### config.mk
export PLATFORM = sky130hd
export DESIGN_NAME = rti_queue
export DESIGN_NICKNAME = d
export VERILOG_FILES = /design/src/rti_pkg.sv /design/src/rti_queue.sv
export SDC_FILE = /design/constraint.sdc
export NUM_CORES = 1
export LEC_CHECK = 0
export BUFFER_PORTS_ARGS = -buffer_cell sky130_fd_sc_hd__buf_2
export CAP_MARGIN = 20
export CORE_MARGIN = 4
export CORE_UTILIZATION = 43
export DETAILED_ROUTE_END_ITERATION = 16
export PLACE_DENSITY = 0.61
export SYNTH_ARGS = -nofsm -noshare
export SYNTH_HDL_FRONTEND = slang
export SYNTH_SLANG_ARGS = --single-unit
export TNS_END_PERCENT = 100
### constraint.sdc
create_clock -name i_clk -period 5 [get_ports i_clk]
set_clock_uncertainty 0.15 [all_clocks]
set_input_delay 0.5 -clock i_clk [delete_from_list [all_inputs] [get_ports i_clk]]
set_output_delay 0.5 -clock i_clk [all_outputs]
set_load 0.005 [all_outputs]
### src/rti_pkg.sv
// shared types and constants of the rgb to i420 converter
package rti_pkg;

    localparam int MAX_WIDTH   = 2048;
    localparam int MAX_HEIGHT  = 2048;
    localparam int CFG_W       = 12;
    localparam int COL_W       = $clog2(MAX_WIDTH);
    localparam int ROW_W       = $clog2(MAX_HEIGHT);
    localparam int BANK_DEPTH  = MAX_WIDTH / 2;
    localparam int BANK_AW     = $clog2(BANK_DEPTH);
    localparam int BLK_W       = 10;
    localparam int QUEUE_DEPTH = 4;
    localparam int QPTR_W      = $clog2(QUEUE_DEPTH);
    localparam int QCNT_W      = QPTR_W + 1;
    localparam int ACC_W       = 20;
    localparam int SUM_W       = 10;

    localparam int LUMA_KR       = 1225;
    localparam int LUMA_KG       = 2404;
    localparam int LUMA_KB       = 467;
    localparam int CHROMA_OFFSET = 128 << 12;
    localparam int CHROMA_KMAIN  = 512;
    localparam int U_KR          = 173;
    localparam int U_KG          = 339;
    localparam int V_KG          = 429;
    localparam int V_KB          = 83;
    localparam int FRAC_BITS     = 12;

    localparam logic [1:0] REG_LINE_WIDTH    = 2'd0;
    localparam logic [1:0] REG_FRAME_HEIGHT  = 2'd1;
    localparam logic [1:0] REG_SOURCE_IS_YUV = 2'd2;

    typedef logic [COL_W-1:0]  t_col;
    typedef logic [COL_W:0]    t_width;
    typedef logic [ROW_W-1:0]  t_row;
    typedef logic [ROW_W:0]    t_height;
    typedef logic [QCNT_W-1:0] t_qcnt;
    typedef logic [QPTR_W-1:0] t_qptr;
    typedef logic [BLK_W-1:0]  t_blk;
    typedef logic [ACC_W-1:0]  t_acc;
    typedef logic [SUM_W-1:0]  t_sum;

    typedef struct packed {
        logic [7:0] r;
        logic [7:0] g;
        logic [7:0] b;
    } t_pix;

    typedef struct packed {
        t_pix p1;
        t_pix p2;
        t_pix p3;
        t_pix p4;
        logic yuv;
        t_blk block_column;
        t_blk block_row_flipped;
    } t_job;

endpackage

### src/rti_queue.sv
// short job queue between front end and arithmetic back end
module rti_queue (
    input  logic           i_clk,
    input  logic           i_rst_n,
    input  logic           i_push,
    input  rti_pkg::t_job  i_data,
    input  logic           i_pop,
    output logic           o_valid,
    output rti_pkg::t_job  o_data,
    output rti_pkg::t_qcnt o_count
);

    rti_pkg::t_job  r_mem [rti_pkg::QUEUE_DEPTH];
    rti_pkg::t_qptr r_wr_ptr, r_rd_ptr;
    rti_pkg::t_qcnt r_count;

    always_ff @(posedge i_clk) begin
        if (!i_rst_n) begin
            r_wr_ptr <= '0;
            r_rd_ptr <= '0;
            r_count  <= '0;
        end else begin
            if (i_push) begin
                r_wr_ptr <= r_wr_ptr + rti_pkg::t_qptr'(1);
            end
            if (i_pop) begin
                r_rd_ptr <= r_rd_ptr + rti_pkg::t_qptr'(1);
            end
            if (i_push && !i_pop) begin
                r_count <= r_count + rti_pkg::t_qcnt'(1);
            end else if (!i_push && i_pop) begin
                r_count <= r_count - rti_pkg::t_qcnt'(1);
            end
        end
    end

    always_ff @(posedge i_clk) begin
        if (i_push) begin
            r_mem[r_wr_ptr] <= i_data;
        end
    end

    assign o_valid = (r_count != '0);
    assign o_data  = r_mem[r_rd_ptr];
    assign o_count = r_count;

`ifndef NO_ASSERTIONS
    a_no_push_when_full: assert property (@(posedge i_clk) disable iff (!i_rst_n)
        (r_count == rti_pkg::t_qcnt'(rti_pkg::QUEUE_DEPTH)) |-> !i_push)
        else $error("queue overflow");
    a_no_pop_when_empty: assert property (@(posedge i_clk) disable iff (!i_rst_n)
        i_pop |-> (r_count != '0))
        else $error("queue underflow");
    a_count_bound: assert property (@(posedge i_clk) disable iff (!i_rst_n)
        r_count <= rti_pkg::t_qcnt'(rti_pkg::QUEUE_DEPTH))
        else $error("queue count out of range");
`endif

endmodule

==> metrics, run 1 <==
status=finished clean; average wire per standard cell=between 20 and 25 µm; die area=around 43,000 µm²; area grow syn2layout=26.4%; postcts setup bufs=0; share of power burned in registers=0.520; commonest non-fill, non-tap cell in the layout=edfxtp_1; #FFs+latches synth=around 480; cell area power density=roughly 410 nW/µm²; RSZ-0062 raised after global routing=false; clock slew seen by the registers of the worst setup and hold paths=60 ps; # setup viols final=0; # H-tree levels=2; Yosys cell types=19; Antenna Nets Post-Route=0; vias per cell=about 5.1; NetSw=about 1.9 mW; CP Class=reg -> out; net count after synthesis=slightly below 800; Leak=between 7 and 8 nW; largest net degree at the start of global routing=68; Initial Util=0.435; max-slew violations=0; Mapped Avg Cell Area=26.5 µm²; vias post-DR=8,159; maximum VDD drop=0.286 mV; most frequent cells in the layout=468 x edfxtp_1, 241 x buf_2, 117 x mux4_2, 117 x dlygate4sd3_1, 49 x clkbuf_16; clock latency on the worst-skew pair=between 500 and 600 ps; switching share of power=0.210; DP HPWL=19.5 mm; post-detailed-routing wire length=between 30 and 40 mm; area of the multi-input gates=a little under 3000 µm²; Gate Count Post-Synth=roughly 650; CTS resizes=0; total core area=around 40,000 µm²; Setup crit start kind=flop; Rows=73; TritonCTS Buffers=48; CTS tree=done; Power Internal=between 7 and 8 mW; diodes inserted=0; Worst Setup End Kind=output port; fmax=0.331 GHz; fill cell count=approximately 3,000; first-pass GRT wire length=53.3 mm; DRT iter0 DRCs=630; drc violations=0; antenna violations before repair=1; register area=14,200 µm²; Setup TNS=0 ps; nets=~1,200; Die Ht=about 210 µm; synthesized cell area=about 17,000 µm²; CTS Buffer Depth=3; Slew headroom=0.341; Gate power share=0.095; Ports=242; Die W=roughly 210 µm; Synth warnings=0; Hold Buf Count CTS=about 120; worst min path class=in -> reg; gr ovfl total=0; Period Utilization, post-route=0.604; Clock power frac=0.385; WP data arrival=between 2000 and 2500 ps; CP Data Required Time=4350 ps; CTS Sinks=477; Placer Congestion=0.713; layout cells sized above 1=0.406; vias in the first global route=~9,000; CTS root buf=clkbuf_16; Max-Cap Viols=0; Worst Path Max Fanout=32; total power draw=around 9 mW; port bufs=241; GRT Total Usage=0.158; Worst-Margin Slew=989 ps; register area share after synthesis=0.824; final hold violations=0; Final Critical Period=around 3000 ps; First-pass DRT Iterations=5
==> critical path, stage by stage, from the launching register on <==
cell	delay, ps
dfxtp_4	680
buf_4	520
mux4_2	400
buf_2	170
==> registers in the layout, indices dropped and copies added (netlist names), named ones only <==
signal	cells
r_rd_ptr	2
r_wr_ptr	2
o_count	3
r_mem	468
==> through the flow <==
stage               instances  hold WS [ps]  cell area (µm²)  worst slack (ps)   util
floorplan                 653           338            17300              1130      -
global placement         1403           347            19100              2450  0.482
detailed placement       1403           368            19100              2430  0.482
CTS                      1608          54.8            21800              1900  0.550
global route             1608          67.8            21800              1840  0.550
finish                   1608          93.1            21800              1980  0.550
==> per-layer routing <==
| metal | global-route usage | wire length (µm) | up-vias |
|---|---|---|---|
| met3 | 0.0475 | 2530 | 52 |
| li1 | - | - | 3606 |
| met4 | 0.0381 | 630 | 2 |
| met2 | 0.248 | 16400 | 267 |
| met5 | 0 | 13 | - |
| met1 | 0.222 | 14700 | 4232 |
==> area by class of cell <==
class	count	area share
Sequential cell	477	0.652
Clock inverter	26	0.0105
Timing Repair Buffer	368	0.115
Tap cell	525	0.0301
Clock buffer	62	0.0593
Inverter	4	0.000687
Multi-Input combinational cell	146	0.132
==> logic make-up (layout without fill, tap and decap cells) <==
kind of cell,after synthesis,after routing,synth area share
fa+ha+maj,6,6,0.00478
simple gates,14,14,0.00492
mux,119,119,0.154
buf+inv,30,460,0.00985
xor+xnor,5,5,0.00253
flops,477,477,0.824
compound gates,2,2,0.000724
==> power groups by stage <==
stage	sequential [mW]	combinational, mW	clock, mW
5_1_grt	4.66	0.927	3.72
3_3_place_gp	4.73	0.789	0
4_1_cts	4.65	0.874	3.55
6_report	4.65	0.847	3.44
3_5_place_dp	4.73	0.796	0
2_1_floorplan	4.73	0.435	0
==> worst paths after layout <==
kind / endpoint / slack [ps] / cells after the start / startpoint
setup / recovery: o_data[58] / 1980 / 3 / flop
hold / removal: flop / 90 / 2 / i_rst_n
setup reg to reg: r_mem[2][78] / 2670 / 4 / r_wr_ptr[0]
hold reg to reg: o_count[2] / 360 / 2 / o_count[2]
==> synthesized netlist by cell type <==
cell type    n  area, µm²
fa_1         1       20.0
clkbuf_1     7       26.3
o21ai_0      1       5.00
buf_4        1       7.51
mux4_2     117       2640
mux2i_1      2       20.0
or3_1        2       12.5
nand2_1      1       3.75
buf_6        5       56.3
xnor2_1      2       17.5
and2_1       9       56.3
buf_2       13       65.1
dfxtp_1      9        180
inv_1        4       15.0
edfxtp_1   468      14100
a21boi_0     1       7.51
ha_1         5       62.6
xor2_1       3       26.3
nor2b_1      2       12.5
Power figures use the tool's default switching activity.
==> run 2, diff against run 1 <==
==> constraint.sdc (replaced) <==
create_clock -name i_clk -period 2.9 [get_ports i_clk]
set_clock_uncertainty 0.15 [all_clocks]
set_input_delay 0.29 -clock i_clk [delete_from_list [all_inputs] [get_ports i_clk]]
set_output_delay 0.29 -clock i_clk [all_outputs]
set_load 0.005 [all_outputs]
==> run 2 against run 1 <==
Combinational power is 76% higher. Critical endpoint is now o_data[78]. Highest routed layer unchanged. First-iteration DRC count is 34% lower. Final area is 0.48% higher. Via count is 0.32% higher. Critical path type unchanged. Worst hold slack better by 240 ps. Register-to-register slack worse by 1600 ps. Flip-flop and latch count stayed put. Core utilization is 0.26 points higher. Power is 70% higher. Die area stayed put. Non-clock buffer count is 13 higher. Critical path depth stayed put.
==> metrics, run 2 (same netlist as run 1, synthesis figures left out) <==
worst path cell trace=buf_4 > mux4_2 > buf_2 (unchanged); share of power burned in registers=0.528 (was 0.520); gr ovfl total=0 (unchanged); CTS Sinks=477 (unchanged); commonest non-fill, non-tap cell in the layout=edfxtp_1 (unchanged); worst reg2reg path startpoint=r_wr_ptr[0] (unchanged); area of the multi-input gates=2890 µm² (unchanged); Die Ht=208 µm (unchanged); RSZ-0062 raised after global routing=false (unchanged); largest net degree at the start of global routing=70 (was 68); Antenna Nets Post-Route=0 (unchanged); Worst-Margin Slew=497 ps (was 989 ps); capturing point of the worst reg2reg path=r_mem[3][106] (was r_mem[2][78]); Ports=242 (unchanged); clock slew seen by the registers of the worst setup and hold paths=60 ps (about the same); postcts setup bufs=0 (unchanged); most frequent cells in the layout=468 x edfxtp_1, 241 x buf_2, 121 x dlygate4sd3_1 (was 468 x edfxtp_1, 241 x buf_2, 117 x mux4_2, 117 x dlygate4sd3_1, 49 x clkbuf_16); total power draw=15.2 mW (was 8.94 mW); final hold violations=0 (unchanged); Hold Buf Count CTS=121 (was 117); Gate power share=0.098 (was 0.095); R2R setup slack=1050 ps (was 2670 ps); nets=1,185 (was 1,172); peak per-stage delay on the critical path=580 ps (was 680 ps); CTS resizes=0 (unchanged); setup ws final=223 ps (was 1980 ps); die area=43,500 µm² (unchanged); dpl ws=716 ps (was 2430 ps); post-route cell area=21,900 µm² (was 21,800 µm²); area grow syn2layout=27.0% (was 26.4%); Leak=7.45 nW (was 7.40 nW); CTS root buf=clkbuf_16 (unchanged); worst min path class=in -> reg (unchanged); post-detailed-routing wire length=34.1 mm (was 34.3 mm); Max-Cap Viols=0 (unchanged); met3 usage=0.0348 (was 0.0475); R2R cell count=3 (was 4); vias in the first global route=9,116 (was 9,007); Setup crit start kind=flop (unchanged); antenna violations before repair=2 (was 1); vias per cell=5.05 (was 5.07); Power Internal=11.9 mW (was 7.06 mW); CP Class=reg -> out (unchanged); register area=14,200 µm² (unchanged); DP HPWL=19.8 mm (was 19.5 mm); cell area power density=692 nW/µm² (was 409 nW/µm²); port bufs=241 (unchanged); Setup TNS=0 ps (unchanged); clock latency on the worst-skew pair=560 ps (was 570 ps); DRT iter0 DRCs=417 (was 630); placed instance area=19,300 µm² (was 19,100 µm²); Hold Startpoint=i_data[80] (was i_rst_n); GR Util met1=0.218 (was 0.222); first-pass GRT wire length=53.7 mm (was 53.3 mm); # H-tree levels=2 (unchanged); Worst Setup End Kind=output port (unchanged); CP max-delay cell=dfxtp_4 (unchanged); Placer Congestion=0.683 (was 0.713); gr busiest metal=met2 (unchanged); fmax=~0.37 GHz; maximum VDD drop=0.463 mV (was 0.286 mV); CP Data Required Time=2460 ps (was 4350 ps); TritonCTS Buffers=48 (unchanged); WP data arrival=2240 ps (was 2370 ps); CTS Buffer Depth=3 (unchanged); Final Critical Period=approximately 2700 ps; Initial Util=0.435 (unchanged); drc violations=0 (unchanged); met2 GRT Util=0.258 (was 0.248); # setup viols final=0 (unchanged); GRT Total Usage=0.159 (was 0.158); Largest register FFs=468 (unchanged); hold path depth=2 (unchanged); Period Utilization, post-route=0.923; CTS tree=done (unchanged); vias post-DR=8,185 (was 8,159); status=finished clean (unchanged); fill cell count=3,047 (was 3,013); switching share of power=0.213 (was 0.210); Worst Path Max Fanout=19 (was 32); layout cells sized above 1=0.407 (was 0.406); Biggest register=r_mem (unchanged); NetSw=3.23 mW (was 1.88 mW); diodes inserted=0 (unchanged); WHS Endpoint=r_mem[3][80]; Layout Utilization=0.552 (was 0.550); total core area=39,700 µm² (unchanged); average wire per standard cell=21.0 µm (was 21.3 µm); Rows=73 (unchanged); max-slew violations=0 (unchanged); First-pass DRT Iterations=6 (was 5); Slew headroom=0.669 (was 0.341); Clock power frac=0.374 (was 0.385); Die W=208 µm (unchanged)
run 2: area by class of cell:
| cell class | instances | area share |
|---|---|---|
| clock inverter | 23 | 0.00639 |
| sequential | 477 | 0.649 |
| clock buffer | 65 | 0.0595 |
| tap | 525 | 0.0299 |
| timing repair buffer | 381 | 0.123 |
| inverter | 4 | 0.000684 |
| multi-input combinational | 146 | 0.132 |
run 2: stage by stage:
step	hold slack, ps	std cells
finish	332	1621
global route	313	1621
CTS	276	1621
detailed placement	354	1412
global placement	335	1412
floorplan	239	653
run 2: how the worst max path moves through the flow:
stage                      from          end  cells after the start
finish                     flop   o_data[78]                      3
global route               flop   o_data[39]                      3
CTS                        flop   o_data[39]                      3
detailed placement         flop   o_data[39]                      3
global placement           flop   o_data[39]                      3
floorplan           r_wr_ptr[0]  r_mem[2][0]                      3
run 2: per-layer routing:
| layer | vias up | part of all wire |
|---|---|---|
| met3 | 58 | 0.056 |
| met2 | 226 | 0.49 |
| li1 | 3629 | - |
| met4 | 4 | 0.020 |
| met5 | - | 0.00050 |
| met1 | 4268 | 0.43 |
run 2: power groups by stage:
stage | registers [mW] | clock network [mW] | logic (mW)
after floorplan | 8.13 | 0 | 0.751
after global placement | 8.15 | 0 | 1.37
after detailed placement | 8.17 | 0 | 1.39
after CTS | 8.02 | 5.88 | 1.53
after global routing | 8.04 | 6.16 | 1.62
final | 8.02 | 5.67 | 1.49
run 2: worst max-delay path: cells and delay by family (launching register included):
family / cells / cell delay (ps)
flip-flops: 1 / 580
buffers and inverters: 2 / 530
multiplexers: 1 / 550
