### config.mk
export PLATFORM = sky130hd
export DESIGN_NAME = rti_back_flat
export DESIGN_NICKNAME = d
export VERILOG_FILES = /design/src/rti_pkg.sv /design/src/rti_block_if.sv /design/src/rti_back.sv /design/src/flat_wrapper.sv
export SDC_FILE = /design/constraint.sdc
export NUM_CORES = 2
export LEC_CHECK = 0
export BUFFER_PORTS_ARGS = -buffer_cell sky130_fd_sc_hd__buf_4
export CAP_MARGIN = 20
export CORE_AREA = 8 8 308 310
export CTS_CLUSTER_DIAMETER = 100
export DETAILED_ROUTE_END_ITERATION = 12
export DIE_AREA = 0 0 316 318
export SYNTH_ARGS = -nofsm -noshare
export SYNTH_HDL_FRONTEND = slang
export SYNTH_SLANG_ARGS = --single-unit
### constraint.sdc
create_clock -name i_clk -period 11 [get_ports i_clk]
set_clock_uncertainty 0.2 [all_clocks]
set_input_delay 1.1 -clock i_clk [delete_from_list [all_inputs] [get_ports i_clk]]
set_output_delay 1.1 -clock i_clk [all_outputs]
set_load 0.01 [all_outputs]
### src/rti_pkg.sv
// shared types and constants of the rgb to i420 converter
package rti_pkg;

    localparam int MAX_WIDTH   = 2048;
    localparam int MAX_HEIGHT  = 2048;
    localparam int CFG_W       = 12;
    localparam int COL_W       = $clog2(MAX_WIDTH);
    localparam int ROW_W       = $clog2(MAX_HEIGHT);
    localparam int BANK_DEPTH  = MAX_WIDTH / 2;
    localparam int BANK_AW     = $clog2(BANK_DEPTH);
    localparam int BLK_W       = 10;
    localparam int QUEUE_DEPTH = 4;
    localparam int QPTR_W      = $clog2(QUEUE_DEPTH);
    localparam int QCNT_W      = QPTR_W + 1;
    localparam int ACC_W       = 20;
    localparam int SUM_W       = 10;

    localparam int LUMA_KR       = 1225;
    localparam int LUMA_KG       = 2404;
    localparam int LUMA_KB       = 467;
    localparam int CHROMA_OFFSET = 128 << 12;
    localparam int CHROMA_KMAIN  = 512;
    localparam int U_KR          = 173;
    localparam int U_KG          = 339;
    localparam int V_KG          = 429;
    localparam int V_KB          = 83;
    localparam int FRAC_BITS     = 12;

    localparam logic [1:0] REG_LINE_WIDTH    = 2'd0;
    localparam logic [1:0] REG_FRAME_HEIGHT  = 2'd1;
    localparam logic [1:0] REG_SOURCE_IS_YUV = 2'd2;

    typedef logic [COL_W-1:0]  t_col;
    typedef logic [COL_W:0]    t_width;
    typedef logic [ROW_W-1:0]  t_row;
    typedef logic [ROW_W:0]    t_height;
    typedef logic [QCNT_W-1:0] t_qcnt;
    typedef logic [QPTR_W-1:0] t_qptr;
    typedef logic [BLK_W-1:0]  t_blk;
    typedef logic [ACC_W-1:0]  t_acc;
    typedef logic [SUM_W-1:0]  t_sum;

    typedef struct packed {
        logic [7:0] r;
        logic [7:0] g;
        logic [7:0] b;
    } t_pix;

    typedef struct packed {
        t_pix p1;
        t_pix p2;
        t_pix p3;
        t_pix p4;
        logic yuv;
        t_blk block_column;
        t_blk block_row_flipped;
    } t_job;

endpackage

### src/rti_block_if.sv
// 2x2 block output channel
interface rti_block_if;
    logic       valid;
    logic       ready;
    logic [7:0] luma_top_left;
    logic [7:0] luma_top_right;
    logic [7:0] luma_bottom_left;
    logic [7:0] luma_bottom_right;
    logic [7:0] chroma_u;
    logic [7:0] chroma_v;
    logic [9:0] block_column;
    logic [9:0] block_row_flipped;

    modport source (
        output valid, luma_top_left, luma_top_right, luma_bottom_left, luma_bottom_right,
               chroma_u, chroma_v, block_column, block_row_flipped,
        input  ready
    );
    modport sink (
        input  valid, luma_top_left, luma_top_right, luma_bottom_left, luma_bottom_right,
               chroma_u, chroma_v, block_column, block_row_flipped,
        output ready
    );
endinterface

### src/rti_back.sv
// arithmetic back end: luma, chroma and output register
module rti_back (
    input  logic          i_clk,
    input  logic          i_rst_n,
    input  logic          i_job_valid,
    input  rti_pkg::t_job i_job,
    output logic          o_pop,
    rti_block_if.source   o_blk
);

    function automatic logic [7:0] luma_of(input rti_pkg::t_pix p);
        rti_pkg::t_acc acc;
        acc = rti_pkg::t_acc'(p.r) * rti_pkg::t_acc'(rti_pkg::LUMA_KR)
            + rti_pkg::t_acc'(p.g) * rti_pkg::t_acc'(rti_pkg::LUMA_KG)
            + rti_pkg::t_acc'(p.b) * rti_pkg::t_acc'(rti_pkg::LUMA_KB);
        return acc[rti_pkg::FRAC_BITS +: 8];
    endfunction

    logic          r_b1_valid;
    logic [7:0]    r_b1_luma [4];
    rti_pkg::t_sum r_b1_s0, r_b1_s1, r_b1_s2;
    logic          r_b1_yuv;
    rti_pkg::t_blk r_b1_col, r_b1_flip;

    logic          r_o_valid;
    logic [7:0]    r_o_luma [4];
    logic [7:0]    r_o_u, r_o_v;
    rti_pkg::t_blk r_o_col, r_o_flip;

    logic          out_free, b1_load;
    rti_pkg::t_acc u_acc, v_acc;

    assign out_free = !r_o_valid || o_blk.ready;
    assign b1_load  = !r_b1_valid || out_free;
    assign o_pop    = i_job_valid && b1_load;

    always_ff @(posedge i_clk) begin
        if (!i_rst_n) begin
            r_b1_valid <= 1'b0;
            r_o_valid  <= 1'b0;
        end else begin
            if (b1_load) begin
                r_b1_valid <= i_job_valid;
            end
            if (out_free) begin
                r_o_valid <= r_b1_valid;
            end
        end
    end

    always_ff @(posedge i_clk) begin
        if (o_pop) begin
            r_b1_luma[0] <= i_job.yuv ? i_job.p1.b : luma_of(i_job.p1);
            r_b1_luma[1] <= i_job.yuv ? i_job.p2.b : luma_of(i_job.p2);
            r_b1_luma[2] <= i_job.yuv ? i_job.p3.b : luma_of(i_job.p3);
            r_b1_luma[3] <= i_job.yuv ? i_job.p4.b : luma_of(i_job.p4);
            r_b1_s0 <= rti_pkg::t_sum'(i_job.p1.b) + rti_pkg::t_sum'(i_job.p2.b)
                     + rti_pkg::t_sum'(i_job.p3.b) + rti_pkg::t_sum'(i_job.p4.b);
            r_b1_s1 <= rti_pkg::t_sum'(i_job.p1.g) + rti_pkg::t_sum'(i_job.p2.g)
                     + rti_pkg::t_sum'(i_job.p3.g) + rti_pkg::t_sum'(i_job.p4.g);
            r_b1_s2 <= rti_pkg::t_sum'(i_job.p1.r) + rti_pkg::t_sum'(i_job.p2.r)
                     + rti_pkg::t_sum'(i_job.p3.r) + rti_pkg::t_sum'(i_job.p4.r);
            r_b1_yuv  <= i_job.yuv;
            r_b1_col  <= i_job.block_column;
            r_b1_flip <= i_job.block_row_flipped;
        end
    end

    always_comb begin
        u_acc = rti_pkg::t_acc'(rti_pkg::CHROMA_OFFSET)
              + rti_pkg::t_acc'(r_b1_s0) * rti_pkg::t_acc'(rti_pkg::CHROMA_KMAIN)
              - rti_pkg::t_acc'(r_b1_s2) * rti_pkg::t_acc'(rti_pkg::U_KR)
              - rti_pkg::t_acc'(r_b1_s1) * rti_pkg::t_acc'(rti_pkg::U_KG);
        v_acc = rti_pkg::t_acc'(rti_pkg::CHROMA_OFFSET)
              + rti_pkg::t_acc'(r_b1_s2) * rti_pkg::t_acc'(rti_pkg::CHROMA_KMAIN)
              - rti_pkg::t_acc'(r_b1_s1) * rti_pkg::t_acc'(rti_pkg::V_KG)
              - rti_pkg::t_acc'(r_b1_s0) * rti_pkg::t_acc'(rti_pkg::V_KB);
    end

    always_ff @(posedge i_clk) begin
        if (out_free && r_b1_valid) begin
            r_o_luma <= r_b1_luma;
            r_o_u    <= r_b1_yuv ? r_b1_s1[9:2] : u_acc[rti_pkg::FRAC_BITS +: 8];
            r_o_v    <= r_b1_yuv ? r_b1_s2[9:2] : v_acc[rti_pkg::FRAC_BITS +: 8];
            r_o_col  <= r_b1_col;
            r_o_flip <= r_b1_flip;
        end
    end

    assign o_blk.valid             = r_o_valid;
    assign o_blk.luma_top_left     = r_o_luma[0];
    assign o_blk.luma_top_right    = r_o_luma[1];
    assign o_blk.luma_bottom_left  = r_o_luma[2];
    assign o_blk.luma_bottom_right = r_o_luma[3];
    assign o_blk.chroma_u          = r_o_u;
    assign o_blk.chroma_v          = r_o_v;
    assign o_blk.block_column      = r_o_col;
    assign o_blk.block_row_flipped = r_o_flip;

`ifndef NO_ASSERTIONS
    a_pop_needs_job: assert property (@(posedge i_clk) disable iff (!i_rst_n)
        o_pop |-> i_job_valid)
        else $error("pop without a queued job");
    a_stalled_stage_kept: assert property (@(posedge i_clk) disable iff (!i_rst_n)
        (r_b1_valid && !out_free) |=> r_b1_valid)
        else $error("block lost in stalled stage");
`endif

endmodule

### src/flat_wrapper.sv
// flat-port wrapper written by rule: the top's interface ports become plain ports
module rti_back_flat 
  (i_clk, i_rst_n, i_job_valid, i_job, o_pop, o_blk_valid, o_blk_luma_top_left, o_blk_luma_top_right, o_blk_luma_bottom_left, o_blk_luma_bottom_right, o_blk_chroma_u, o_blk_chroma_v, o_blk_block_column, o_blk_block_row_flipped, o_blk_ready);
  rti_block_if o_blk_i ();
  input  logic i_clk;
  input  logic i_rst_n;
  input  logic i_job_valid;
  input  rti_pkg::t_job i_job;
  output logic o_pop;
  output wire logic [$bits(o_blk_i.valid)-1:0] o_blk_valid;
  output wire logic [$bits(o_blk_i.luma_top_left)-1:0] o_blk_luma_top_left;
  output wire logic [$bits(o_blk_i.luma_top_right)-1:0] o_blk_luma_top_right;
  output wire logic [$bits(o_blk_i.luma_bottom_left)-1:0] o_blk_luma_bottom_left;
  output wire logic [$bits(o_blk_i.luma_bottom_right)-1:0] o_blk_luma_bottom_right;
  output wire logic [$bits(o_blk_i.chroma_u)-1:0] o_blk_chroma_u;
  output wire logic [$bits(o_blk_i.chroma_v)-1:0] o_blk_chroma_v;
  output wire logic [$bits(o_blk_i.block_column)-1:0] o_blk_block_column;
  output wire logic [$bits(o_blk_i.block_row_flipped)-1:0] o_blk_block_row_flipped;
  input wire logic [$bits(o_blk_i.ready)-1:0] o_blk_ready;
  assign o_blk_valid = o_blk_i.valid;
  assign o_blk_luma_top_left = o_blk_i.luma_top_left;
  assign o_blk_luma_top_right = o_blk_i.luma_top_right;
  assign o_blk_luma_bottom_left = o_blk_i.luma_bottom_left;
  assign o_blk_luma_bottom_right = o_blk_i.luma_bottom_right;
  assign o_blk_chroma_u = o_blk_i.chroma_u;
  assign o_blk_chroma_v = o_blk_i.chroma_v;
  assign o_blk_block_column = o_blk_i.block_column;
  assign o_blk_block_row_flipped = o_blk_i.block_row_flipped;
  assign o_blk_i.ready = o_blk_ready;
  rti_back u_core (.i_clk(i_clk), .i_rst_n(i_rst_n), .i_job_valid(i_job_valid), .i_job(i_job), .o_pop(o_pop), .o_blk(o_blk_i));
endmodule
==> metrics.md <==
| Metric | Value |
|---|---|
| DIE AREA | `100,000 um^2` |
| R2r setup slk | `4380 ps` |
| Core Region | `89,600 um^2` |
| Layout fillers | `8,825` |
| Worst hold path type | `reg -> reg` |
| CP max FO | `4` |
| Slew Viols, Final | `0` |
| Crit. End Element | `flip-flop` |
| Yosys warns | `0` |
| Post-CTS setup buffer count | `0` |
| DP Worst Slack | `2800 ps` |
| Share of flip-flops with an asynchronous set or reset | `0` |
| Syn_nets | `4,300` |
| RSZ-0062 raised after global routing | `no` |
| Hold path start | `u_core.r_b1_flip[8]$_DFFE_PP_` |
| Drt via density | `4.50` |
| Period minus WS final | `7720 ps` |
| Mapped Area | `31,200 um^2` |
| CP top delay family | `adder cells` |
| Syn Area/Cell | `10.5 um^2` |
| PnR worst setup slack | `3280 ps` |
| GPL Wtd Cong | `0.874` |
| Initial Util | `0.348` |
| Clock Tree Root | `clkbuf_16` |
| Clock tree buffer depth | `2` |
| Post-synthesis register bit count | `153` |
| Number of max-cap violations | `0` |
| Final wirelength | `75,200 um` |
| CTS Hold Bufs | `0` |
| Gr usage total | `0.156` |
| Vias | `19,600` |
| Floorplan row count | `110` |
| Sum Neg Setup Slack | `0 ps` |
| TritonCTS Sinks | `153` |
| Die X | `316 um` |
| Worst Path Arrival | `7730 ps` |
| Critical Path RT | `11,010 ps` |
| Headroom to the max-slew limit | `0.370` |
| Post-synthesis cell count | `2,967` |
| Post-synth top flop | `edfxtp_1` |
| Largest net degree at the start of global routing | `66` |
| Post-synthesis sequential area ratio | `0.147` |
| Fin. Hold Viols | `0` |
| Nets | `4,503` |
| # setup viols final | `0` |
| Crit-path slowest cell | `fa_1` |
| R2r endpoint | `u_core.o_blk.chroma_v[2]$_DFFE_PP_` |
| R2r worst-path depth | `18` |
| # DRC | `0` |
| Status | `complete, no violations` |
| Share of cells above drive strength 1 | `0.0782` |
| Clk_lat worst skew | `450 ps` |
| Fmax | `129 MHz` |
| Die Y | `318 um` |
| PortBufs | `190` |
| Post-route ant nets | `0` |
| Vias in the first global route | `21,600` |
| Hold depth | `0` |
| Htree depth | `4` |
| CTS clk-pin slew, worst paths | `70 ps` |
| Crit-path max cell delay | `510 ps` |
| Worst flop-to-flop path startpoint | `u_core.r_b1_s1[3]$_DFFE_PP_` |
| CTS Buf Count | `17` |
| Crit path cell chain | `buf_4 > ha_1 > ha_1 > fa_1 > ha_1 > ha_1 > a21o_1 > a21oi_1 > xnor2_1 > fa_1 > fa_1 > inv_1 > fa_1 > fa_1 > inv_1 > ha_1 > a21o_1 > a2111o_1 > a2111oi_4 > o31ai_2 > o41ai_2 > xnor2_1 > xnor2_1 > mux2_2` |
| Gr ovfl total | `0` |
| Number of synthesized flops with an enable pin | `151` |
| Post-CTS resize count | `0` |
| I/O pin count | `191` |
| WP buf/inv | `3` |
| Area growth syn-to-layout | `11.4%` |
| Period utilisation layout | `0.702` |
| Hold Path Sink | `u_core.o_blk.block_row_flipped[8]$_DFFE_PP_` |
| Global-route wire length before repair | `120,000 um` |
| Least-Margin Pin Slew | `946 ps` |
| Per-cell routed wire length | `17.2 um` |
| Worst setup path class | `in -> reg` |
| Post-synth cell types | `59` |
| Hpwl dp | `67,600 um` |
| Pre-Repair DR Iteration Count | `5` |
| CP startpoint kind | `input pin` |
| DR iter-0 viols | `643` |
| Initial antenna violation count | `11` |
| CTS tree | `done` |
metal layers:
metal	vias to the layer above	GRT usage	routed length, um
met5	-	0	58
met4	8	0.0552	2630
met3	98	0.0332	3480
met2	277	0.269	36800
met1	9561	0.191	32200
li1	9701	-	-
worst max-delay path by stage:
| stage | from | end | slack, ps | cells after the start |
|---|---|---|---|---|
| floorplan | o_blk_ready | o_pop | 2290 | 2 |
| global placement | i_job[31] | u_core.r_b1_luma[7]$_DFFE_PP_ | 2830 | 24 |
| CTS | i_job[31] | u_core.r_b1_luma[7]$_DFFE_PP_ | 3290 | 24 |
| finish | i_job[31] | u_core.r_b1_luma[7]$_DFFE_PP_ | 3280 | 24 |
| global route | i_job[32] | u_core.r_b1_luma[7]$_DFFE_PP_ | 2980 | 24 |
| detailed placement | i_job[31] | u_core.r_b1_luma[7]$_DFFE_PP_ | 2800 | 24 |
final cells by class:
| cell class | count | area [um^2] | area share |
|---|---|---|---|
| Antenna cell | 7 | 17.5 | 0.000504 |
| Clock buffer | 17 | 425 | 0.0122 |
| Clock inverter | 15 | 198 | 0.00569 |
| Inverter | 941 | 3530 | 0.102 |
| Multi-Input combinational cell | 1863 | 23100 | 0.664 |
| Sequential cell | 153 | 4570 | 0.132 |
| Tap cell | 1176 | 1470 | 0.0423 |
| Timing Repair Buffer | 194 | 1460 | 0.0419 |
logic make-up after synthesis:
family                     after synthesis  synth area share
adders and majority gates             1212             0.608
buffers and inverters                  951             0.114
AOI/OAI and AO/OA                      287            0.0598
and+or+nand+nor                        242            0.0365
DFF                                    153             0.147
xor gates and xnor gates               119            0.0338
muxes                                    3           0.00104
registers in the layout, indices dropped and copies added, names as in the netlist, 8 cells and up:
| register | cells |
|---|---|
| u_core.o_blk.luma_top_left | 8 |
| u_core.r_b1_col | 10 |
| u_core.r_b1_luma | 32 |
| u_core.o_blk.luma_top_right | 8 |
| u_core.r_b1_s1 | 10 |
| u_core.o_blk.luma_bottom_right | 8 |
| u_core.o_blk.luma_bottom_left | 8 |
| u_core.r_b1_s0 | 10 |
| u_core.o_blk.block_column | 10 |
| u_core.o_blk.block_row_flipped | 10 |
| u_core.r_b1_flip | 10 |
| u_core.r_b1_s2 | 10 |
| u_core.o_blk.chroma_v | 8 |
| u_core.o_blk.chroma_u | 8 |
cell usage after synthesis (7+ instances only):
master,number,share of area
o21bai_1,24,0.0058
nor2b_1,15,0.0030
nand2_1,76,0.0091
o21ai_1,10,0.0016
o21ai_0,59,0.0095
fa_1,506,0.32
a21o_1,32,0.0077
a31oi_1,11,0.0022
or2_2,9,0.0018
nand3_1,21,0.0034
xnor2_1,77,0.022
o211ai_1,7,0.0017
nor3_1,24,0.0038
edfxtp_1,151,0.15
nand4_1,7,0.0014
ha_1,706,0.28
o21a_1,11,0.0026
a21oi_1,80,0.013
o31ai_1,7,0.0017
xor2_1,41,0.012
or3_1,7,0.0014
nor2_1,56,0.0067
inv_1,941,0.11
nand2b_1,15,0.0030
a211oi_1,8,0.0019
clkbuf_1,9,0.0011
stage by stage:
| stage | utilization | hold WS, ps | std cells | area (um^2) |
|---|---|---|---|---|
| 2_1_floorplan | - | 200 | 2967 | 31200 |
| 3_5_place_dp | 0.381 | 205 | 4327 | 34100 |
| 3_3_place_gp | 0.381 | 200 | 4327 | 34100 |
| 4_1_cts | 0.388 | 214 | 4359 | 34700 |
| 5_1_grt | 0.388 | 221 | 4361 | 34700 |
| 6_report | 0.388 | 218 | 4366 | 34800 |
cell usage in the layout (no fill, tap or decap), drive strengths merged, types with 8 or more instances in the layout:
master / count
fa: 506
inv: 948
nor2b: 15
a31oi: 11
ha: 706
a21oi: 82
clkbuf: 17
o21ai: 69
xnor2: 77
nand2: 76
edfxtp: 151
nor2: 56
nor3: 24
or2: 9
a211oi: 8
o31ai: 8
o21a: 11
o21bai: 24
a21o: 32
xor2: 41
nand3: 21
nand2b: 15
buf: 194
Power is left out: the tool's default activity adds up to more than one toggle a clock period on the data nets, which glitch-free logic cannot reach.
